==> src/hdl/mqw_pkg.sv <==
`timescale 1ns / 1ps
// Shared types and constants of the message queue with wait lists.
// No dependencies; every other file of the block imports this package.
package mqw_pkg;

  localparam int unsigned STORE_DEPTH_DEF = 16;
  localparam int unsigned MAX_TASKS_DEF   = 8;
  localparam int unsigned WORD_BITS_DEF   = 32;

  localparam int unsigned CAP_W  = 5;
  localparam int unsigned TASK_W = 3;
  localparam int unsigned XFER_W = 32;

  localparam logic [CAP_W-1:0] CAP_RESET = 5'd16;

  typedef enum logic [1:0] {
    MODE_TRY_SEND = 2'd0,
    MODE_TRY_RECV = 2'd1,
    MODE_BLK_SEND = 2'd2,
    MODE_BLK_RECV = 2'd3
  } mode_e;

  typedef enum logic [1:0] {
    ST_DONE    = 2'd0,
    ST_FAILED  = 2'd1,
    ST_BLOCKED = 2'd2
  } status_e;

  typedef struct packed {
    mode_e               mode;
    logic [XFER_W-1:0]   send_word;
    logic [TASK_W-1:0]   caller_task;
  } in_item_t;

  typedef struct packed {
    status_e             status;
    logic [XFER_W-1:0]   recv_word;
    logic                woke_valid;
    logic [TASK_W-1:0]   woke_task;
  } out_item_t;

  typedef struct packed {
    logic push;
    logic pop;
  } ring_ctrl_t;

  typedef struct packed {
    logic empty;
    logic full;
  } ring_stat_t;

endpackage

==> src/hdl/message_queue_with_waiters.sv <==
`timescale 1ns / 1ps
// Message queue with receive and send wait lists. An accepted item is held in
// the input register, resolved combinationally when it fires, and its result is
// registered in the result register. Throughput: one item per cycle while
// the result is not stalled, set by the pointer update and the
// registered head read of the message store. Reset clears pointers, counts and
// valids and sets capacity to 16; store and wait-list contents are undefined.
module message_queue_with_waiters #(
  parameter int unsigned STORE_DEPTH = mqw_pkg::STORE_DEPTH_DEF,
  parameter int unsigned MAX_TASKS   = mqw_pkg::MAX_TASKS_DEF,
  parameter int unsigned WORD_BITS   = mqw_pkg::WORD_BITS_DEF
) (
  input  logic                       clk_i,
  input  logic                       rst_ni,
  input  logic                       cfg_we_i,
  input  logic [mqw_pkg::CAP_W-1:0]  cfg_wdata_i,
  input  logic                       in_valid_i,
  output logic                       in_stall_o,
  input  mqw_pkg::in_item_t          in_item_i,
  output logic                       out_valid_o,
  input  logic                       out_stall_i,
  output mqw_pkg::out_item_t         out_item_o
);
  import mqw_pkg::*;

  localparam int unsigned PTR_W = (STORE_DEPTH > 1) ? $clog2(STORE_DEPTH) : 1;
  localparam int unsigned CNT_W = (STORE_DEPTH > 1) ? $clog2(STORE_DEPTH + 1) : 1;
  localparam int unsigned EW    = (CNT_W > CAP_W) ? CNT_W : CAP_W;

  function automatic logic [PTR_W-1:0] msg_adv(input logic [PTR_W-1:0] ptr,
                                               input logic [EW-1:0]    limit);
    logic [EW-1:0] n;
    n = EW'(ptr) + EW'(1);
    return (n >= limit) ? '0 : n[PTR_W-1:0];
  endfunction

  logic [CAP_W-1:0]     cap_q;
  logic [EW-1:0]        cap_x, eff_cap;

  logic                 in_valid_q, out_valid_q;
  in_item_t             in_item_q;
  out_item_t            out_item_q, out_d;
  logic                 fire, in_load;

  logic [WORD_BITS-1:0] store_q [STORE_DEPTH];
  logic [WORD_BITS-1:0] msg_rd_q, wr_word;
  logic [PTR_W-1:0]     head_q, head_d, tail_q, tail_d;
  logic [CNT_W-1:0]     count_q, count_d;
  logic                 msg_we, msg_full, msg_empty;

  ring_ctrl_t           recv_ctrl, send_ctrl;
  ring_stat_t           recv_stat, send_stat;
  logic [TASK_W-1:0]    recv_head, send_head;

  // capacity register: zero acts as one, clamp to the store depth
  always_ff @(posedge clk_i or negedge rst_ni) begin
    if (!rst_ni) begin
      cap_q <= CAP_RESET;
    end else if (cfg_we_i) begin
      cap_q <= cfg_wdata_i;
    end
  end

  always_comb begin
    cap_x = EW'(cap_q);
    if (cap_x == '0) begin
      eff_cap = EW'(1);
    end else if (cap_x > EW'(STORE_DEPTH)) begin
      eff_cap = EW'(STORE_DEPTH);
    end else begin
      eff_cap = cap_x;
    end
  end

  assign msg_full  = (EW'(count_q) >= eff_cap);
  assign msg_empty = (count_q == '0);
  assign wr_word   = WORD_BITS'(in_item_q.send_word);

  // handshake: the input register frees whenever the result register can load
  assign fire        = in_valid_q && (!out_valid_q || !out_stall_i);
  assign in_stall_o  = in_valid_q && out_valid_q && out_stall_i;
  assign in_load     = in_valid_i && !in_stall_o;
  assign out_valid_o = out_valid_q;
  assign out_item_o  = out_item_q;

  always_comb begin
    msg_we    = 1'b0;
    head_d    = head_q;
    tail_d    = tail_q;
    count_d   = count_q;
    recv_ctrl = '0;
    send_ctrl = '0;
    out_d     = '{status: ST_DONE, recv_word: '0, woke_valid: 1'b0, woke_task: '0};
    if (fire) begin
      unique case (in_item_q.mode) inside
        MODE_TRY_SEND, MODE_BLK_SEND: begin
          if (!msg_full) begin
            msg_we           = 1'b1;
            tail_d           = msg_adv(tail_q, eff_cap);
            count_d          = count_q + CNT_W'(1);
            recv_ctrl.pop    = !recv_stat.empty;
            out_d.woke_valid = !recv_stat.empty;
            out_d.woke_task  = recv_stat.empty ? '0 : recv_head;
          end else if (in_item_q.mode == MODE_BLK_SEND) begin
            send_ctrl.push = 1'b1;
            out_d.status   = ST_BLOCKED;
          end else begin
            out_d.status = ST_FAILED;
          end
        end
        MODE_TRY_RECV, MODE_BLK_RECV: begin
          if (!msg_empty) begin
            head_d           = msg_adv(head_q, eff_cap);
            count_d          = count_q - CNT_W'(1);
            out_d.recv_word  = XFER_W'(msg_rd_q);
            send_ctrl.pop    = !send_stat.empty;
            out_d.woke_valid = !send_stat.empty;
            out_d.woke_task  = send_stat.empty ? '0 : send_head;
          end else if (in_item_q.mode == MODE_BLK_RECV) begin
            recv_ctrl.push = 1'b1;
            out_d.status   = ST_BLOCKED;
          end else begin
            out_d.status = ST_FAILED;
          end
        end
        default: begin
          out_d.status = ST_FAILED;
        end
      endcase
    end
  end

  always_ff @(posedge clk_i or negedge rst_ni) begin
    if (!rst_ni) begin
      in_valid_q  <= 1'b0;
      out_valid_q <= 1'b0;
      head_q      <= '0;
      tail_q      <= '0;
      count_q     <= '0;
    end else begin
      in_valid_q  <= in_load || (in_valid_q && !fire);
      out_valid_q <= fire || (out_valid_q && out_stall_i);
      head_q      <= head_d;
      tail_q      <= tail_d;
      count_q     <= count_d;
    end
  end

  always_ff @(posedge clk_i) begin
    if (in_load) begin
      in_item_q <= in_item_i;
    end
    if (fire) begin
      out_item_q <= out_d;
    end
  end

  // message store; msg_rd_q always holds the word at the head
  always_ff @(posedge clk_i) begin
    if (msg_we) begin
      store_q[tail_q] <= wr_word;
    end
    if (msg_we && (tail_q == head_d)) begin
      msg_rd_q <= wr_word;
    end else begin
      msg_rd_q <= store_q[head_d];
    end
  end

  mqw_wait_ring #(
    .MAX_TASKS (MAX_TASKS)
  ) u_recv_ring (
    .clk_i       (clk_i),
    .rst_ni      (rst_ni),
    .ctrl_i      (recv_ctrl),
    .task_i      (in_item_q.caller_task),
    .stat_o      (recv_stat),
    .head_task_o (recv_head)
  );

  mqw_wait_ring #(
    .MAX_TASKS (MAX_TASKS)
  ) u_send_ring (
    .clk_i       (clk_i),
    .rst_ni      (rst_ni),
    .ctrl_i      (send_ctrl),
    .task_i      (in_item_q.caller_task),
    .stat_o      (send_stat),
    .head_task_o (send_head)
  );

endmodule

==> src/hdl/mqw_wait_ring.sv <==
`timescale 1ns / 1ps
// Ring of waiting task numbers with a registered head read.
// Depends on mqw_pkg.
module mqw_wait_ring #(
  parameter int unsigned MAX_TASKS = mqw_pkg::MAX_TASKS_DEF
) (
  input  logic                        clk_i,
  input  logic                        rst_ni,
  input  mqw_pkg::ring_ctrl_t         ctrl_i,
  input  logic [mqw_pkg::TASK_W-1:0]  task_i,
  output mqw_pkg::ring_stat_t         stat_o,
  output logic [mqw_pkg::TASK_W-1:0]  head_task_o
);
  import mqw_pkg::*;

  localparam int unsigned PTR_W = $clog2(MAX_TASKS);
  localparam int unsigned CNT_W = $clog2(MAX_TASKS + 1);
  localparam logic [CNT_W-1:0] FULL_CNT = CNT_W'(MAX_TASKS);
  localparam logic [PTR_W:0]   WRAP_AT  = (PTR_W + 1)'(MAX_TASKS);

  function automatic logic [PTR_W-1:0] ring_adv(input logic [PTR_W-1:0] ptr);
    logic [PTR_W:0] n;
    n = {1'b0, ptr} + (PTR_W + 1)'(1);
    return (n >= WRAP_AT) ? '0 : n[PTR_W-1:0];
  endfunction

  logic [TASK_W-1:0] slot_q [MAX_TASKS];
  logic [TASK_W-1:0] rd_q;
  logic [PTR_W-1:0]  head_q, head_d, tail_q, tail_d;
  logic [CNT_W-1:0]  count_q, count_d;
  logic              do_push, do_pop;

  assign stat_o.empty = (count_q == '0);
  assign stat_o.full  = (count_q >= FULL_CNT);
  assign head_task_o  = rd_q;

  // push to a full ring is dropped
  assign do_push = ctrl_i.push && !stat_o.full;
  assign do_pop  = ctrl_i.pop && !stat_o.empty;

  always_comb begin
    head_d  = do_pop ? ring_adv(head_q) : head_q;
    tail_d  = do_push ? ring_adv(tail_q) : tail_q;
    count_d = count_q;
    if (do_push) begin
      count_d = count_q + CNT_W'(1);
    end else if (do_pop) begin
      count_d = count_q - CNT_W'(1);
    end
  end

  always_ff @(posedge clk_i or negedge rst_ni) begin
    if (!rst_ni) begin
      head_q  <= '0;
      tail_q  <= '0;
      count_q <= '0;
    end else begin
      head_q  <= head_d;
      tail_q  <= tail_d;
      count_q <= count_d;
    end
  end

  // keep rd_q equal to the entry at the next head; forward a same-cycle write
  always_ff @(posedge clk_i) begin
    if (do_push) begin
      slot_q[tail_q] <= task_i;
    end
    if (do_push && (tail_q == head_d)) begin
      rd_q <= task_i;
    end else begin
      rd_q <= slot_q[head_d];
    end
  end

endmodule

==> config.mk <==
export PLATFORM = sky130hd
export DESIGN_NAME = message_queue_with_waiters
export DESIGN_NICKNAME = d
export VERILOG_FILES = /design/src/hdl/mqw_pkg.sv /design/src/hdl/message_queue_with_waiters.sv /design/src/hdl/mqw_wait_ring.sv
export SDC_FILE = /design/constraint.sdc
export NUM_CORES = 1
export LEC_CHECK = 0
export BUFFER_PORTS_ARGS = -buffer_cell sky130_fd_sc_hd__buf_2
export CAP_MARGIN = 20
export CORE_MARGIN = 2
export CORE_UTILIZATION = 61
export DETAILED_ROUTE_END_ITERATION = 10
export PLACE_DENSITY = 0.78
export SLEW_MARGIN = 0
export SYNTH_ARGS = -nofsm -noshare
export SYNTH_HDL_FRONTEND = slang
export SYNTH_SLANG_ARGS = --single-unit
export TNS_END_PERCENT = 50
==> constraint.sdc <==
create_clock -name clk_i -period 8 [get_ports clk_i]
set_clock_uncertainty 0.05 [all_clocks]
set_input_delay 0.8 -clock clk_i [delete_from_list [all_inputs] [get_ports clk_i]]
set_output_delay 0.8 -clock clk_i [all_outputs]
set_load 0.01 [all_outputs]
==> results.tsv <==
stage	metric	value	unit
synthesis	post-synthesis register bit count	685	
floorplanning	IO Count	87	
power_and_ir_drop	Power Density	328	nW/um^2
outcome	status	completed	
worst_setup_path	crit-path max FO	32	
synthesis	Mean Syn Cell Area	21.0	sq um
finish	Finished Layout Cells	2013	
sta	final setup vio count	0	
sta	Hold Vio Cnt, Final	0	
floorplanning	die outline height	212	um
cts	CTS resizes	0	
global_routing	vias in the first global route	13300	
finish	area delta synth->final	12.6	%
route	DRC Markers	0	
cts	Longest Clk Path Bufs	3	
finish	layout cell share with drive strength beyond 1	26.7	%
cts	Clock transition at path regs	60	ps
finish	commonest cells after routing, fill and taps aside	edfxtp_1 (635), mux4_2 (140), buf_2 (86)	
sta	Worst Max-Slew Pin Slew	1130	ps
route	drt wl/cell	26.7	um
place	PortBufs	86	
finish	fin nets	1453	
global_routing	Total GRT Usage	24.7	%
cts	Worst-Skew Late Latency	600	ps
floorplanning	# rows	76	
worst_setup_path	Setup CP Type	register to register	
route	drt via density	6.33	
cts	Num CTS Buffers	70	
worst_setup_path	FF-to-FF Start	cap_q[1]$_DFFE_PN0P_	
sta	Setup TNS Final	0	ps
global_routing	remaining global-route overflow	0	
cts	htree depth	3	
synthesis	Synth Warn #	0	
sta	unrepaired setup endpoints after global routing	false	
worst_setup_path	Startpoint Class	register	
synthesis	Post-Synthesis Cells	1262	
global_routing	initial antenna violation count	0	
floorplanning	starting density of the core	61.6	%
global_routing	first-pass GRT wire length	81.0	mm
floorplanning	Core ar.	43000	sq um
cts	# hold bufs at CTS	0	
route	DRT iter0 DRCs	1308	
sta	Final Max Slew Viols	0	
floorplanning	die area	45100	sq um
cts	CTS tree	done	
worst_setup_path	Worst Setup SP	cap_q[1]$_DFFE_PN0P_	
sta	period utilisation layout	46.3	%
cts	postcts setup bufs	0	
place	GP Congestion	0.805	
synthesis	Yosys cell types	46	
place	Post-DP HPWL	26.6	mm
synthesis	sequential share of the synthesized area	76.6	%
route	Vias	12700	
worst_setup_path	Crit. End Element	register	
cts	Root Buffer	clkbuf_16	
route	post-route ant nets	0	
floorplanning	DIE WIDTH	212	um
worst_setup_path	CP Data Required Time	8150	ps
min_path	Hold WC Path Type	input pin to async pin	
cts	Sink Count	685	
route	DRT Wirelength	53.7	mm
sta	Max-Slew Margin vs Limit	24.6	%
place	dpl cells	1884	
synthesis	Synthesized Nets	1343	
sta	maximum clock rate	270	MHz
run	maxcap violations	0	
worst_setup_path	CP arrival	3850	ps
route	drt pass-1 iters	8	
power_and_ir_drop	Leak Pwr	9.76	nW
power_and_ir_drop	Max VDD drop	226	uV
global_routing	largest net degree at the start of global routing	65	
sta	min cycle time layout	3710	ps
finish	Antenna diodes	0	
synthesis	Cell Area, Synth	26500	sq um
finish	most common cell after layout, fill and taps aside	edfxtp_1	
-- area by class of cell --
cell class / instances / area, sq um
clock buffer: 91 / 1930
fill: 2593 / 13200
sequential: 685 / 20300
inverter: 13 / 48.8
clock inverter: 37 / 358
tap: 585 / 732
multi-input combinational: 505 / 5950
timing repair buffer: 97 / 526
-- flip-flops by register name (all words and copies together) (netlist names), 3 cells and up, named ones only --
name,cells
u_recv_ring.slot_q,24
u_recv_ring.tail_q,3
count_q,5
out_item_o,38
cap_q,5
u_send_ring.count_q,4
u_send_ring.tail_q,3
tail_q,4
u_send_ring.head_q,3
head_q,4
u_recv_ring.head_q,3
store_q,512
in_item_q,5
u_send_ring.slot_q,24
u_recv_ring.count_q,4
wr_word,32
-- synthesized netlist by cell type, drive strengths merged --
| library cell | n | area [sq um] |
|---|---|---|
| dfrtp | 39 | 976 |
| mux2 | 13 | 146 |
| nand2 | 26 | 97.6 |
| and2 | 4 | 25.0 |
| inv | 13 | 48.8 |
| buf | 24 | 111 |
| or2 | 2 | 15.0 |
| o211a | 2 | 20.0 |
| dfxtp | 10 | 200 |
| nor3 | 7 | 35.0 |
| nor2 | 17 | 63.8 |
| o22ai | 3 | 18.8 |
| o2bb2ai | 1 | 8.76 |
| edfxtp | 635 | 19100 |
| and3 | 16 | 100 |
| xor2 | 6 | 52.6 |
| xnor2 | 12 | 105 |
| nor4b | 2 | 17.5 |
| a221o | 1 | 10.0 |
| mux2i | 39 | 390 |
| a21oi | 13 | 65.1 |
| fa | 3 | 60.1 |
| a211oi | 67 | 503 |
| clkbuf | 35 | 131 |
| or4 | 2 | 15.0 |
| a21o | 5 | 37.5 |
| nand2b | 11 | 68.8 |
| nand3 | 9 | 45.0 |
| ha | 31 | 388 |
| o211ai | 2 | 15.0 |
| o31ai | 1 | 7.51 |
| o21ai | 17 | 88.8 |
| mux4 | 140 | 3150 |
| nor2b | 37 | 231 |
| nor4 | 8 | 65.1 |
| dfstp | 1 | 26.3 |
| a31oi | 2 | 12.5 |
| a22o | 6 | 52.6 |
-- path summary, 6_finish.rpt --
| check | end | slack, ps | depth (start not counted) |
|---|---|---|---|
| setup reg to reg | store_q[10][17]$_DFFE_PP_ | 4290 | 8 |
| setup / recovery | store_q[10][17]$_DFFE_PP_ | 4290 | 8 |
| max in group asynchronous | cap_q[0]$_DFFE_PN0P_ | 7010 | 1 |
| min in group clk_i | wr_word[7]$_DFFE_PP_ | 320 | 1 |
| hold reg to reg | out_valid_o$_DFF_PN0_ | 450 | 1 |
| hold / removal | u_send_ring.tail_q[1]$_DFFE_PN0P_ | 310 | 1 |
-- stage by stage --
stage	area, sq um	hold slack (ps)	util (%)	setup WS [ps]	total power, mW
6_report	29800	310	69.4	4290	9.77
2_1_floorplan	26500	403	-	2930	6.05
3_5_place_dp	27500	436	64.0	4310	6.56
5_1_grt	29800	309	69.4	3940	10.2
4_1_cts	29800	298	69.3	4250	9.84
3_3_place_gp	27500	426	64.0	4480	6.50
-- cells by family (layout without fill, tap and decap cells) --
logic type	after synthesis	count (layout)	synth area share (%)
simple gates	141	141	2.94
buf+inv	72	238	1.10
compound gates	120	120	3.17
xor+xnor	18	18	0.595
flops	685	685	76.6
mux	192	192	13.9
fa+ha+maj	34	34	1.69
-- worst max-delay path, cell delays in order (launching register included) --
cell and delay (ps):
dfrtp_1 390, nor3_1 180, nor2_1 70, nor2_1 210, ha_1 270, nand2b_1 150, a31oi_1 380, o211a_1 560
and3_2 1040
-- layer usage --
layer | track usage [%] | routed length (um) | up-vias
met4 | 8.92 | 1410 | 0
met3 | 4.48 | 4150 | 90
met2 | 40.7 | 27000 | 595
met5 | 0 | 0 | -
met1 | 34.0 | 21100 | 6611
li1 | - | - | 5437
-- report_power, final --
part           switching [mW]  leakage (nW)  internal [mW]
Sequential              0.363          6.34           4.20
Combinational           0.968          2.30           1.01
Clock                    1.33          1.13           1.90
Total                    2.67          9.76           7.11
No activity file was read; power rests on OpenSTA's default activity.
